File: config.mk
export PLATFORM = sky130hd
export DESIGN_NAME = sdi12_run_length_receiver_unit
export DESIGN_NICKNAME = d
export VERILOG_FILES = /design/src/design/sdi12_rlr_pkg.sv /design/src/design/sdi12_run_length_receiver_unit.sv
export VERILOG_INCLUDE_DIRS = /design/src /design/src/design
export SDC_FILE = /design/constraint.sdc
export NUM_CORES = 1
export LEC_CHECK = 0
export ABC_AREA = 1
export BUFFER_PORTS_ARGS = -buffer_cell sky130_fd_sc_hd__buf_2
export CORE_ASPECT_RATIO = 1.75
export CORE_MARGIN = 3
export CORE_UTILIZATION = 56
export CTS_BUF_LIST = sky130_fd_sc_hd__clkbuf_16
export CTS_CLUSTER_SIZE = 40
export DETAILED_ROUTE_END_ITERATION = 8
export PLACE_DENSITY = 0.75
export SLEW_MARGIN = 20
export SYNTH_ARGS = -nofsm -noshare
export SYNTH_HDL_FRONTEND = slang
export SYNTH_SLANG_ARGS = --single-unit
File: constraint.sdc
create_clock -name clk -period 11.7 [get_ports clk]
set_input_delay 0 -clock clk [delete_from_list [all_inputs] [get_ports clk]]
set_output_delay 0 -clock clk [all_outputs]
set_load 0.02 [all_outputs]
File: src/design/sdi12_run_length_receiver_unit_defines.svh
// Assertion macros shared by the receiver RTL.
`ifndef SDI12_RUN_LENGTH_RECEIVER_UNIT_DEFINES_SVH
`define SDI12_RUN_LENGTH_RECEIVER_UNIT_DEFINES_SVH

// Same-cycle implication, checked out of reset.
`define SDI12_ASSERT_IMPLY(label, ante, cons) \
  label: assert property (@(posedge clk) disable iff (rst) (ante) |-> (cons)) \
    else $error("implication check failed");

// Next-cycle implication, checked out of reset.
`define SDI12_ASSERT_NEXT(label, ante, cons) \
  label: assert property (@(posedge clk) disable iff (rst) (ante) |=> (cons)) \
    else $error("next-cycle check failed");

`endif

File: src/design/sdi12_rlr_pkg.sv
// Types and constants for the SDI-12 run-length receiver.
package sdi12_rlr_pkg;

  localparam int unsigned FRAME_LEN = 10;
  localparam int unsigned RUN_CAP   = 90;
  localparam int unsigned DIV_STEPS = 18;

  localparam logic [6:0] CR_CHAR    = 7'h0D;
  localparam logic [7:0] ABORT_BYTE = 8'hFF;

  localparam logic [15:0] PERIOD_RESET  = 16'd833;
  localparam logic [9:0]  TIMEOUT_RESET = 10'd395;

  typedef enum logic [1:0] {
    FUNC_START = 2'd0,
    FUNC_RUN   = 2'd1,
    FUNC_TICK  = 2'd2,
    FUNC_NONE  = 2'd3
  } func_t;

  typedef enum logic [2:0] {
    KIND_CHAR     = 3'd0,
    KIND_CR_END   = 3'd1,
    KIND_ABORT    = 3'd2,
    KIND_TIMEOUT  = 3'd3,
    KIND_OVERFLOW = 3'd4
  } kind_t;

  localparam logic CFG_PERIOD  = 1'b0;
  localparam logic CFG_TIMEOUT = 1'b1;

endpackage

File: src/design/sdi12_run_length_receiver_unit.sv
// SDI-12 reply receiver: line runs in, decoded characters out.
//
// Input channel (in_valid/in_ready) takes one beat per command: func 0 starts
// a reply, func 1 is a line run (line_level, duration_us), func 2 a 1 ms tick.
// Output channel (out_valid/out_ready) gives one beat per completed frame or
// timeout; last marks the final beat caused by an input beat.
// Config port: cfg_we writes cfg_data to register cfg_addr (0 bit period in
// us, 1 reply timeout in ms) in the same cycle; write only while idle.
// Sequence: start, tick and ignored beats are handled in ST_IDLE. A run is
// accepted, passes through the restoring divider (one quotient bit per
// cycle), then fills frames in chunks of up to 10 bits. A timeout result is
// posted from ST_TOUT.
// Results go through a single output register; the sequencer stalls on a
// completed frame or timeout while that register is held by the receiver,
// and in_ready stays low until the run is fully consumed. A start may be
// accepted while an earlier result still waits.
// Reset clears the sequencer and output register, loads the default bit
// period and timeout, and leaves the receiver idle until a start beat.
`include "sdi12_run_length_receiver_unit_defines.svh"

module sdi12_run_length_receiver_unit #(
  parameter int MAX_CHARS = 64
) (
  input  logic        clk,
  input  logic        rst,
  input  logic        in_valid,
  output logic        in_ready,
  input  logic [1:0]  func,
  input  logic        line_level,
  input  logic [15:0] duration_us,
  output logic        out_valid,
  input  logic        out_ready,
  output logic [2:0]  kind,
  output logic [6:0]  character,
  output logic [7:0]  raw_byte,
  output logic [5:0]  char_index,
  output logic        last,
  input  logic        cfg_we,
  input  logic        cfg_addr,
  input  logic [15:0] cfg_data
);
  import sdi12_rlr_pkg::*;

  localparam int CW = $clog2(MAX_CHARS + 1);

  typedef enum logic [1:0] {
    ST_IDLE,
    ST_DIV,
    ST_FILL,
    ST_TOUT
  } state_t;

  state_t       state;
  logic [15:0]  bit_period_us;
  logic [9:0]   reply_timeout_ms;
  logic [9:0]   frame_bits;
  logic [3:0]   bit_pos;
  logic [CW-1:0] chars_received;
  logic [9:0]   elapsed_ms;
  logic         reply_done;
  logic         run_level;
  logic [17:0]  div_q;
  logic [17:0]  div_rem;
  logic [16:0]  div_den;
  logic [4:0]   div_cnt;
  logic [6:0]   rem_bits;

  // combinational helpers
  logic         in_fire;
  logic         slot_free;
  logic         posting;
  logic [15:0]  period_eff;
  logic [10:0]  elapsed_next;
  logic [17:0]  rem_shift;
  logic         sub_ok;
  logic [17:0]  q_next;
  logic [6:0]   q_capped;
  logic [3:0]   avail;
  logic [3:0]   chunk;
  logic [4:0]   pos_end;
  logic [9:0]   fill_mask;
  logic [9:0]   frame_next;
  logic [7:0]   f_raw;
  logic [6:0]   f_char;
  kind_t        f_kind;
  logic [6:0]   rem_after;
  logic         frame_done;
  logic [CW+5:0] chars_ext;

  assign in_ready  = (state == ST_IDLE);
  assign in_fire   = in_valid && in_ready;
  assign slot_free = !out_valid || out_ready;
  assign chars_ext = {6'd0, chars_received};

  always_comb begin
    period_eff   = (bit_period_us == 16'd0) ? 16'd1 : bit_period_us;
    elapsed_next = {1'b0, elapsed_ms} + 11'd1;

    // one restoring-division step
    rem_shift = {div_rem[16:0], div_q[17]};
    sub_ok    = (rem_shift >= {1'b0, div_den});
    q_next    = {div_q[16:0], sub_ok};
    q_capped  = (q_next > 18'(RUN_CAP)) ? 7'(RUN_CAP) : q_next[6:0];

    // fill as many bits of the current frame as the run still has
    avail   = 4'(FRAME_LEN) - bit_pos;
    chunk   = (rem_bits < {3'd0, avail}) ? rem_bits[3:0] : avail;
    pos_end = {1'b0, bit_pos} + {1'b0, chunk};
    for (int i = 0; i < 10; i++) begin
      fill_mask[i] = (5'(i) >= {1'b0, bit_pos}) && (5'(i) < pos_end);
    end
    frame_next = run_level ? (frame_bits | fill_mask) : frame_bits;
    frame_done = (pos_end == 5'(FRAME_LEN));
    rem_after  = rem_bits - {3'd0, chunk};

    f_raw  = frame_next[8:1];
    f_char = ~f_raw[6:0];
    if (chars_received >= CW'(MAX_CHARS)) begin
      f_kind = KIND_OVERFLOW;
    end else if (f_raw == ABORT_BYTE) begin
      f_kind = KIND_ABORT;
    end else if (f_char == CR_CHAR) begin
      f_kind = KIND_CR_END;
    end else begin
      f_kind = KIND_CHAR;
    end

    // a new result beat is loaded this cycle
    posting = slot_free && ((state == ST_TOUT) ||
              (state == ST_FILL && rem_bits != 7'd0 && frame_done));
  end

  always_ff @(posedge clk) begin
    if (rst) begin
      state            <= ST_IDLE;
      out_valid        <= 1'b0;
      bit_period_us    <= PERIOD_RESET;
      reply_timeout_ms <= TIMEOUT_RESET;
      frame_bits       <= '0;
      bit_pos          <= '0;
      chars_received   <= '0;
      elapsed_ms       <= '0;
      reply_done       <= 1'b1;
    end else begin
      if (cfg_we) begin
        unique case (cfg_addr)
          CFG_PERIOD:  bit_period_us    <= cfg_data;
          CFG_TIMEOUT: reply_timeout_ms <= cfg_data[9:0];
          default:     bit_period_us    <= bit_period_us;
        endcase
      end

      if (out_valid && out_ready && !posting) begin
        out_valid <= 1'b0;
      end

      unique case (state)
        ST_IDLE: begin
          if (in_fire) begin
            priority if (func_t'(func) == FUNC_START) begin
              frame_bits     <= '0;
              bit_pos        <= '0;
              chars_received <= '0;
              elapsed_ms     <= '0;
              reply_done     <= 1'b0;
            end else if (func_t'(func) == FUNC_NONE || reply_done) begin
              state <= ST_IDLE;
            end else if (func_t'(func) == FUNC_TICK) begin
              if (elapsed_next > {1'b0, reply_timeout_ms}) begin
                reply_done <= 1'b1;
                state      <= ST_TOUT;
              end else begin
                elapsed_ms <= elapsed_next[9:0];
              end
            end else begin
              run_level <= line_level;
              div_q     <= {1'b0, duration_us, 1'b0} + {2'b0, period_eff};
              div_rem   <= '0;
              div_den   <= {period_eff, 1'b0};
              div_cnt   <= '0;
              state     <= ST_DIV;
            end
          end
        end

        ST_DIV: begin
          div_q   <= q_next;
          div_rem <= sub_ok ? (rem_shift - {1'b0, div_den}) : rem_shift;
          div_cnt <= div_cnt + 5'd1;
          if (div_cnt == 5'(DIV_STEPS - 1)) begin
            rem_bits <= q_capped;
            state    <= ST_FILL;
          end
        end

        ST_FILL: begin
          if (rem_bits == 7'd0) begin
            state <= ST_IDLE;
          end else if (!frame_done) begin
            frame_bits <= frame_next;
            bit_pos    <= pos_end[3:0];
            rem_bits   <= rem_after;
            state      <= ST_IDLE;
          end else if (slot_free) begin
            out_valid  <= 1'b1;
            kind       <= f_kind;
            character  <= f_char;
            raw_byte   <= f_raw;
            char_index <= chars_ext[5:0];
            last       <= (f_kind != KIND_CHAR) || (rem_after < 7'(FRAME_LEN));
            frame_bits <= '0;
            bit_pos    <= '0;
            rem_bits   <= rem_after;
            if (f_kind != KIND_OVERFLOW) begin
              chars_received <= chars_received + CW'(1);
            end
            if (f_kind != KIND_CHAR) begin
              reply_done <= 1'b1;
              state      <= ST_IDLE;
            end else if (rem_after == 7'd0) begin
              state <= ST_IDLE;
            end
          end
        end

        ST_TOUT: begin
          if (slot_free) begin
            out_valid  <= 1'b1;
            kind       <= KIND_TIMEOUT;
            character  <= '0;
            raw_byte   <= '0;
            char_index <= chars_ext[5:0];
            last       <= 1'b1;
            state      <= ST_IDLE;
          end
        end

        default: state <= ST_IDLE;
      endcase
    end
  end

  `SDI12_ASSERT_IMPLY(a_pos_in_frame, 1'b1, bit_pos < 4'(FRAME_LEN))
  `SDI12_ASSERT_IMPLY(a_chars_bounded, 1'b1, chars_received <= CW'(MAX_CHARS))
  `SDI12_ASSERT_IMPLY(a_end_is_last, out_valid && kind != KIND_CHAR, last)
  `SDI12_ASSERT_IMPLY(a_run_capped, state == ST_FILL, rem_bits <= 7'(RUN_CAP))
  `SDI12_ASSERT_NEXT(a_div_to_fill, state == ST_DIV && div_cnt == 5'(DIV_STEPS - 1),
                     state == ST_FILL)

endmodule
# After elaboration in Yosys (flattened, before gate mapping)
# Cells that the tools add are included.
op_classes:
  n_lt_le_gt_ge: 26
  bitwise_logic: 7
  add_sub_neg: 8
  n_eq_ne: 32
  n_reduce_logical: 47
  n_mux: 103
ops:
  columns: ["cell", "count"]
  rows:
  - ["$mux W7", 15]
  - ["$mux W10", 10]
  - ["$mux W17", 5]
  - ["$mux W18", 4]
  - ["$pmux W7 S2", 3]
  - ["$pmux W18 S2", 1]
  - ["$pmux W17 S2", 1]
  - ["$mux W8", 4]
  - ["$mux W2", 13]
  - ["$mux W4", 6]
  - ["$reduce_and A6 Y1", 4]
  - ["$lt A3 B5 Y1 const A", 4]
  - ["$mux W5", 4]
  - ["$ne A2 B2 Y1 const B", 10]
  - ["$pmux W10 S2", 1]
  - ["$add A17 B16 Y18", 1]
  - ["$ge A18 B17 Y1", 1]
  - ["$gt A18 B7 Y1 const B", 1]
  - ["$mux W1", 18]
  - ["$mux W6", 3]
  - ["$sub A17 B17 Y17", 1]
  - ["$ge A3 B4 Y1 const A", 4]
  - ["$logic_and A1 B1 Y1", 16]
  - ["$logic_not A16 Y1", 1]
  - ["other kinds (51)", 92]
totals:
  inputBits: 41
  out_inout_bits: 27
  elab_cells: 244
  ff_bits: 150

# Logic depth before layout (Yosys ltp)
depth:
  depth_word: 19
  ltp_mapped: 27
  ltp_nobuf: 27

# Least setup slack after synthesis
# Ideal clock, no wire load.
synth_timing:
  kind: "reg2reg"
  startpoint: "register bit_pos[1]"
  endpoint: "register character[0] (enable)"
  synth_period_minus_slack_ns: 5.406
  arrival_ns: 4.962
  path_buffers: 0
  path_slack_ns: 6.294
  t_required_ns: 11.256
  setup_ns: 0.444
  path_stages_with_launch: 20
  path_cell_list: "dfxtp_1 -> inv_1 -> ha_1 -> ha_1 -> o211ai_1 -> nand2_1 -> a211o_1 -> o21ai_0 -> ha_1 -> inv_1 -> fa_1 -> inv_1 -> nand2_1 -> nand2_1 -> inv_2 -> nor3_2 -> nand3_2 -> nand2_2 -> nand2_4 -> nor4_1"
synth_between:
  elab_chain_len: 7
synth_lines:
  columns: ["element", "line_no", "source"]
  rows:
  - ["start, declared", "sdi12_run_length_receiver_unit.sv:57", "logic [3:0] bit_pos;"]
  - ["start signal, assigned", "sdi12_run_length_receiver_unit.sv:201", "bit_pos <= pos_end[3:0];"]
  - ["$sub A4 B4 Y4", "sdi12_run_length_receiver_unit.sv:106", "avail = 4'(FRAME_LEN) - bit_pos;"]
  - ["$lt A7 B4 Y1", "sdi12_run_length_receiver_unit.sv:107", "chunk = (rem_bits < {3'd0, avail}) ? rem_bits[3:0] : avail;"]
  - ["$mux W4", "sdi12_run_length_receiver_unit.sv:107", null]
  - ["$add A4 B4 Y5 *", "sdi12_run_length_receiver_unit.sv:108", "pos_end = {1'b0, bit_pos} + {1'b0, chunk};"]
  - ["$eq A5 B4 Y1 *", "sdi12_run_length_receiver_unit.sv:113", "frame_done = (pos_end == 5'(FRAME_LEN));"]
  - ["$ne A2 B2 Y1 (no source line) *", null, null]
  - ["$reduce_and A6 Y1 (no source line) *", null, null]
  - ["end signal, assigned", "sdi12_run_length_receiver_unit.sv:207", "character <= f_char;"]
  - ["end, declared", "sdi12_run_length_receiver_unit.sv:34", "output logic [6:0] character,"]
# Every way passes the cells marked *; elsewhere a longest branch is shown, timed or not.
# A chain may end at the register's enable or synchronous reset.

# Worst setup path after layout
layout_timing:
  startpoint: "register bit_pos[1]"
  endpoint: "register char_index[2] (enable)"
layout_between:
  elab_chain_len: 7
layout_lines:
  columns: ["element", "line_no", "source"]
  rows:
  - ["$sub A4 B4 Y4", "sdi12_run_length_receiver_unit.sv:106", null]
  - ["$lt A7 B4 Y1", "sdi12_run_length_receiver_unit.sv:107", null]
  - ["$mux W4", "sdi12_run_length_receiver_unit.sv:107", null]
  - ["$add A4 B4 Y5 *", "sdi12_run_length_receiver_unit.sv:108", null]
  - ["$eq A5 B4 Y1 *", "sdi12_run_length_receiver_unit.sv:113", null]
  - ["$ne A2 B2 Y1 (no source line) *", null, null]
  - ["$reduce_and A4 Y1 (no source line) *", null, null]
  - ["end signal, assigned", "sdi12_run_length_receiver_unit.sv:209", "char_index <= chars_ext[5:0];"]
  - ["end signal, assigned", "sdi12_run_length_receiver_unit.sv:232", "char_index <= chars_ext[5:0];"]
  - ["end, declared", "sdi12_run_length_receiver_unit.sv:36", "output logic [5:0] char_index,"]
# Marked as above.

==> metrics <==
class of the most critical setup path reg -> reg; RSZ-0062 raised after global routing false; antenna-violating nets left 0; portion of the clock cycle consumed by the worst path in the final layout 0.403; clk sink count 148; total via count after detailed routing around 7600; total die area ~18000 um^2; final setup violating endpoints 0; clock transition at the registers of the reported paths approximately 0.060 ns; number of antenna cells inserted 0; relative area change from synthesis to final layout 13.9%; post-CTS repair timing setup buffer count 0; detailed router's first-iteration violation count about 340; share of flip-flops with an asynchronous set or reset after synthesis 0; global-route wire length before repair about 34000 um; largest net degree at the start of global routing 42; CORE AREA about 15000 um^2; Crit Path Max Fanout 8; die outline height 173 um; Mapped Cells 1089; unique cell type count in the Yosys netlist 54; final routed wire length divided by cell count between 15 and 20 um; Post-Synthesis Cell Area between 8000 and 9000 um^2; sort of element at the end of the critical path flop; top library cells by usage in the layout, fill and taps aside sky130_fd_sc_hd__nand2_1 (186), sky130_fd_sc_hd__inv_1 (135), sky130_fd_sc_hd__nor2_1 (108); worst reg2reg path depth 19; combined global-route utilization of all metal layers 0.244; required time reported for the critical path endpoint approximately 12 ns; worst-case hold slack 0.0108 ns; Placer Congestion around 0.9; Worst Hold Path Cells 4; number of synthesized flops with an enable pin 89; footprint of the flip-flops and latches between 3000 and 4000 um^2; detailed-route DRC error count 0; hold path startpoint out_ready; NumNets Final 1268; final sum of negative setup slack 0 ns; insertion delay to the later sink of the worst-skew pair around 0.43 ns; IO buf count 67; post_cts resized 0; final hold viol count 0; run status finished, final reports clean; Slew Viols, Final 0; TritonCTS clock tree built; endpoint of the most critical register-to-register path char_index[2]$_DFFE_PP_; hold_buf cts 19; Fmax achieved around 210 MHz; Power Density approximately 190 nW/um^2; post-synthesis average cell area between 8 and 9 um^2; max-slew headroom at the worst pin 0.269; multi-input logic area roughly 4400 um^2; startpoint types flop; sequential-to-total area share from yosys stat 0.433; number of ports placed on the die boundary 68; final critical delay including setup and external delays ~4.7 ns; LEAKAGE between 0.004 and 0.005 uW; overall die width between 100 and 150 um; drt total wl 21100 um; starting utilization of the core area 0.576; commonest non-fill, non-tap cell in the layout sky130_fd_sc_hd__nand2_1; top_reg_cell synth sky130_fd_sc_hd__edfxtp_1; Worst-Margin Slew between 1 and 1.5 ns; worst-case vdd ir drop 0.0000959 V; placed wire-length estimate 15800 um; flop-to-flop setup slack 6.98 ns; number of global-route vias before repair 7435; fraction of final layout cells sized beyond drive strength 1 0.134; Worst Skew about 0.0087 ns; number of fillers in the final layout 1323; number of synthesized register bits about 150; H-tree lvl count 4; Synth Warn # 0; number of antenna violations at the first check in global routing 0; Clk Tree Root Cell sky130_fd_sc_hd__clkbuf_16; remaining global-route overflow 0; number of max-capacitance violations reported 0; nets in the synthesized netlist around 1200; Core Rows 60; destination of the worst hold path out_valid$_SDFF_PP0_; HP Class in -> reg; cts bufs inserted 17; arrival time reported for the critical path endpoint 4.76 ns; DR pass1 iterations 6; Vias per Instance ~5.6; largest buffer count on any clock path 2; critical register-to-register path startpoint bit_pos[1]$_SDFFE_PP0P_
per-layer routing:
layer / GRT usage / part of all wire / vias up
met5: 0 / 0 / -
met4: 0.121 / 0.040 / 0
li1: - / - / 3829
met1: 0.256 / 0.38 / 3521
met2: 0.456 / 0.54 / 193
met3: 0.0363 / 0.036 / 55
sequential cells by signal, summed over array words and instances (netlist names), 3 cells and up:
signal and count:
chars_received 7, character 7, raw_byte 8, div_den 16, div_cnt 5, kind 3
frame_bits 8, rem_bits 7, elapsed_ms 10, char_index 6, bit_period_us 16, bit_pos 4
div_q 18, reply_timeout_ms 10, div_rem 17
report_power, final:
part | switching, uW | internal [uW] | total [uW]
clock | 228 | 299 | 526
sequential | 46.3 | 653 | 699
combinational | 471 | 234 | 706
critical path: stages, from the launching register on:
cell and delay, ns:
sky130_fd_sc_hd__dfxtp_1 0.45, sky130_fd_sc_hd__inv_1 0.14, sky130_fd_sc_hd__ha_1 0.33, sky130_fd_sc_hd__ha_1 0.27
sky130_fd_sc_hd__o211ai_1 0.09, sky130_fd_sc_hd__nand2_1 0.07, sky130_fd_sc_hd__a211o_1 0.35, sky130_fd_sc_hd__o21ai_0 0.26
sky130_fd_sc_hd__ha_1 0.21, sky130_fd_sc_hd__inv_1 0.05, sky130_fd_sc_hd__fa_1 0.43, sky130_fd_sc_hd__inv_1 0.10
sky130_fd_sc_hd__nand2_1 0.05, sky130_fd_sc_hd__nand2_1 0.12, sky130_fd_sc_hd__inv_2 0.06, sky130_fd_sc_hd__nor3_2 0.19
sky130_fd_sc_hd__nand3_2 0.13, sky130_fd_sc_hd__nand2_2 0.11, sky130_fd_sc_hd__nand2_4 0.07, sky130_fd_sc_hd__nor4_1 0.83
area by class of cell:
class | count | area share
clock buffer | 19 | 0.0468
sequential | 148 | 0.380
multi-input combinational | 754 | 0.430
clock inverter | 13 | 0.00912
tap | 186 | 0.0229
inverter | 148 | 0.0549
timing repair buffer | 93 | 0.0570
synth_stat cells (10+ instances only):
cell	number	area [um^2]
sky130_fd_sc_hd__nand2_1	186	698
sky130_fd_sc_hd__inv_1	134	503
sky130_fd_sc_hd__nor2_1	109	409
sky130_fd_sc_hd__a21oi_1	91	455
sky130_fd_sc_hd__edfxtp_1	89	2670
sky130_fd_sc_hd__o21ai_0	77	385
sky130_fd_sc_hd__nand3_1	64	320
sky130_fd_sc_hd__ha_1	61	763
sky130_fd_sc_hd__dfxtp_1	59	1180
sky130_fd_sc_hd__clkbuf_1	34	128
sky130_fd_sc_hd__xor2_1	19	166
sky130_fd_sc_hd__nand4_1	15	93.8
sky130_fd_sc_hd__xnor2_1	14	123
sky130_fd_sc_hd__nor3_1	12	60.1
sky130_fd_sc_hd__o21ai_1	11	55.1
sky130_fd_sc_hd__inv_2	10	37.5
metrics by stage:
step	cell area [um^2]	util	total power (uW)	worst slack [ns]	std cells
after global placement	9390	0.607	1390	7.13	1310
after CTS	10100	0.656	1930	6.97	1361
after detailed placement	9390	0.607	1400	7.01	1310
after floorplan	8910	-	1230	6.29	1089
final	10100	0.656	1930	6.98	1361
after global routing	10100	0.656	2050	6.69	1361
cells by family after synthesis:
| group | share of synthesized area |
|---|---|
| AOI/OAI and AO/OA | 0.144 |
| buffers and inverters | 0.0802 |
| and+or+nand+nor | 0.217 |
| xor gates and xnor gates | 0.0324 |
| adders and majority gates | 0.0947 |
| DFF | 0.433 |
worst max-delay path by stage:
stage                                       start                         end  slack, ns  cells after the start
final                     bit_pos[1]$_SDFFE_PP0P_     char_index[2]$_DFFE_PP_       6.98                     19
after global placement    bit_pos[1]$_SDFFE_PP0P_     char_index[4]$_DFFE_PP_       7.13                     19
after global routing      bit_pos[1]$_SDFFE_PP0P_     char_index[0]$_DFFE_PP_       6.69                     19
after floorplan           bit_pos[1]$_SDFFE_PP0P_  character[0]$_SDFFCE_PP0P_       6.29                     19
after CTS                 bit_pos[1]$_SDFFE_PP0P_     char_index[1]$_DFFE_PP_       6.97                     19
after detailed placement  bit_pos[1]$_SDFFE_PP0P_     char_index[5]$_DFFE_PP_       7.01                     19
Note: power is estimated with default switching activity, not from simulation.
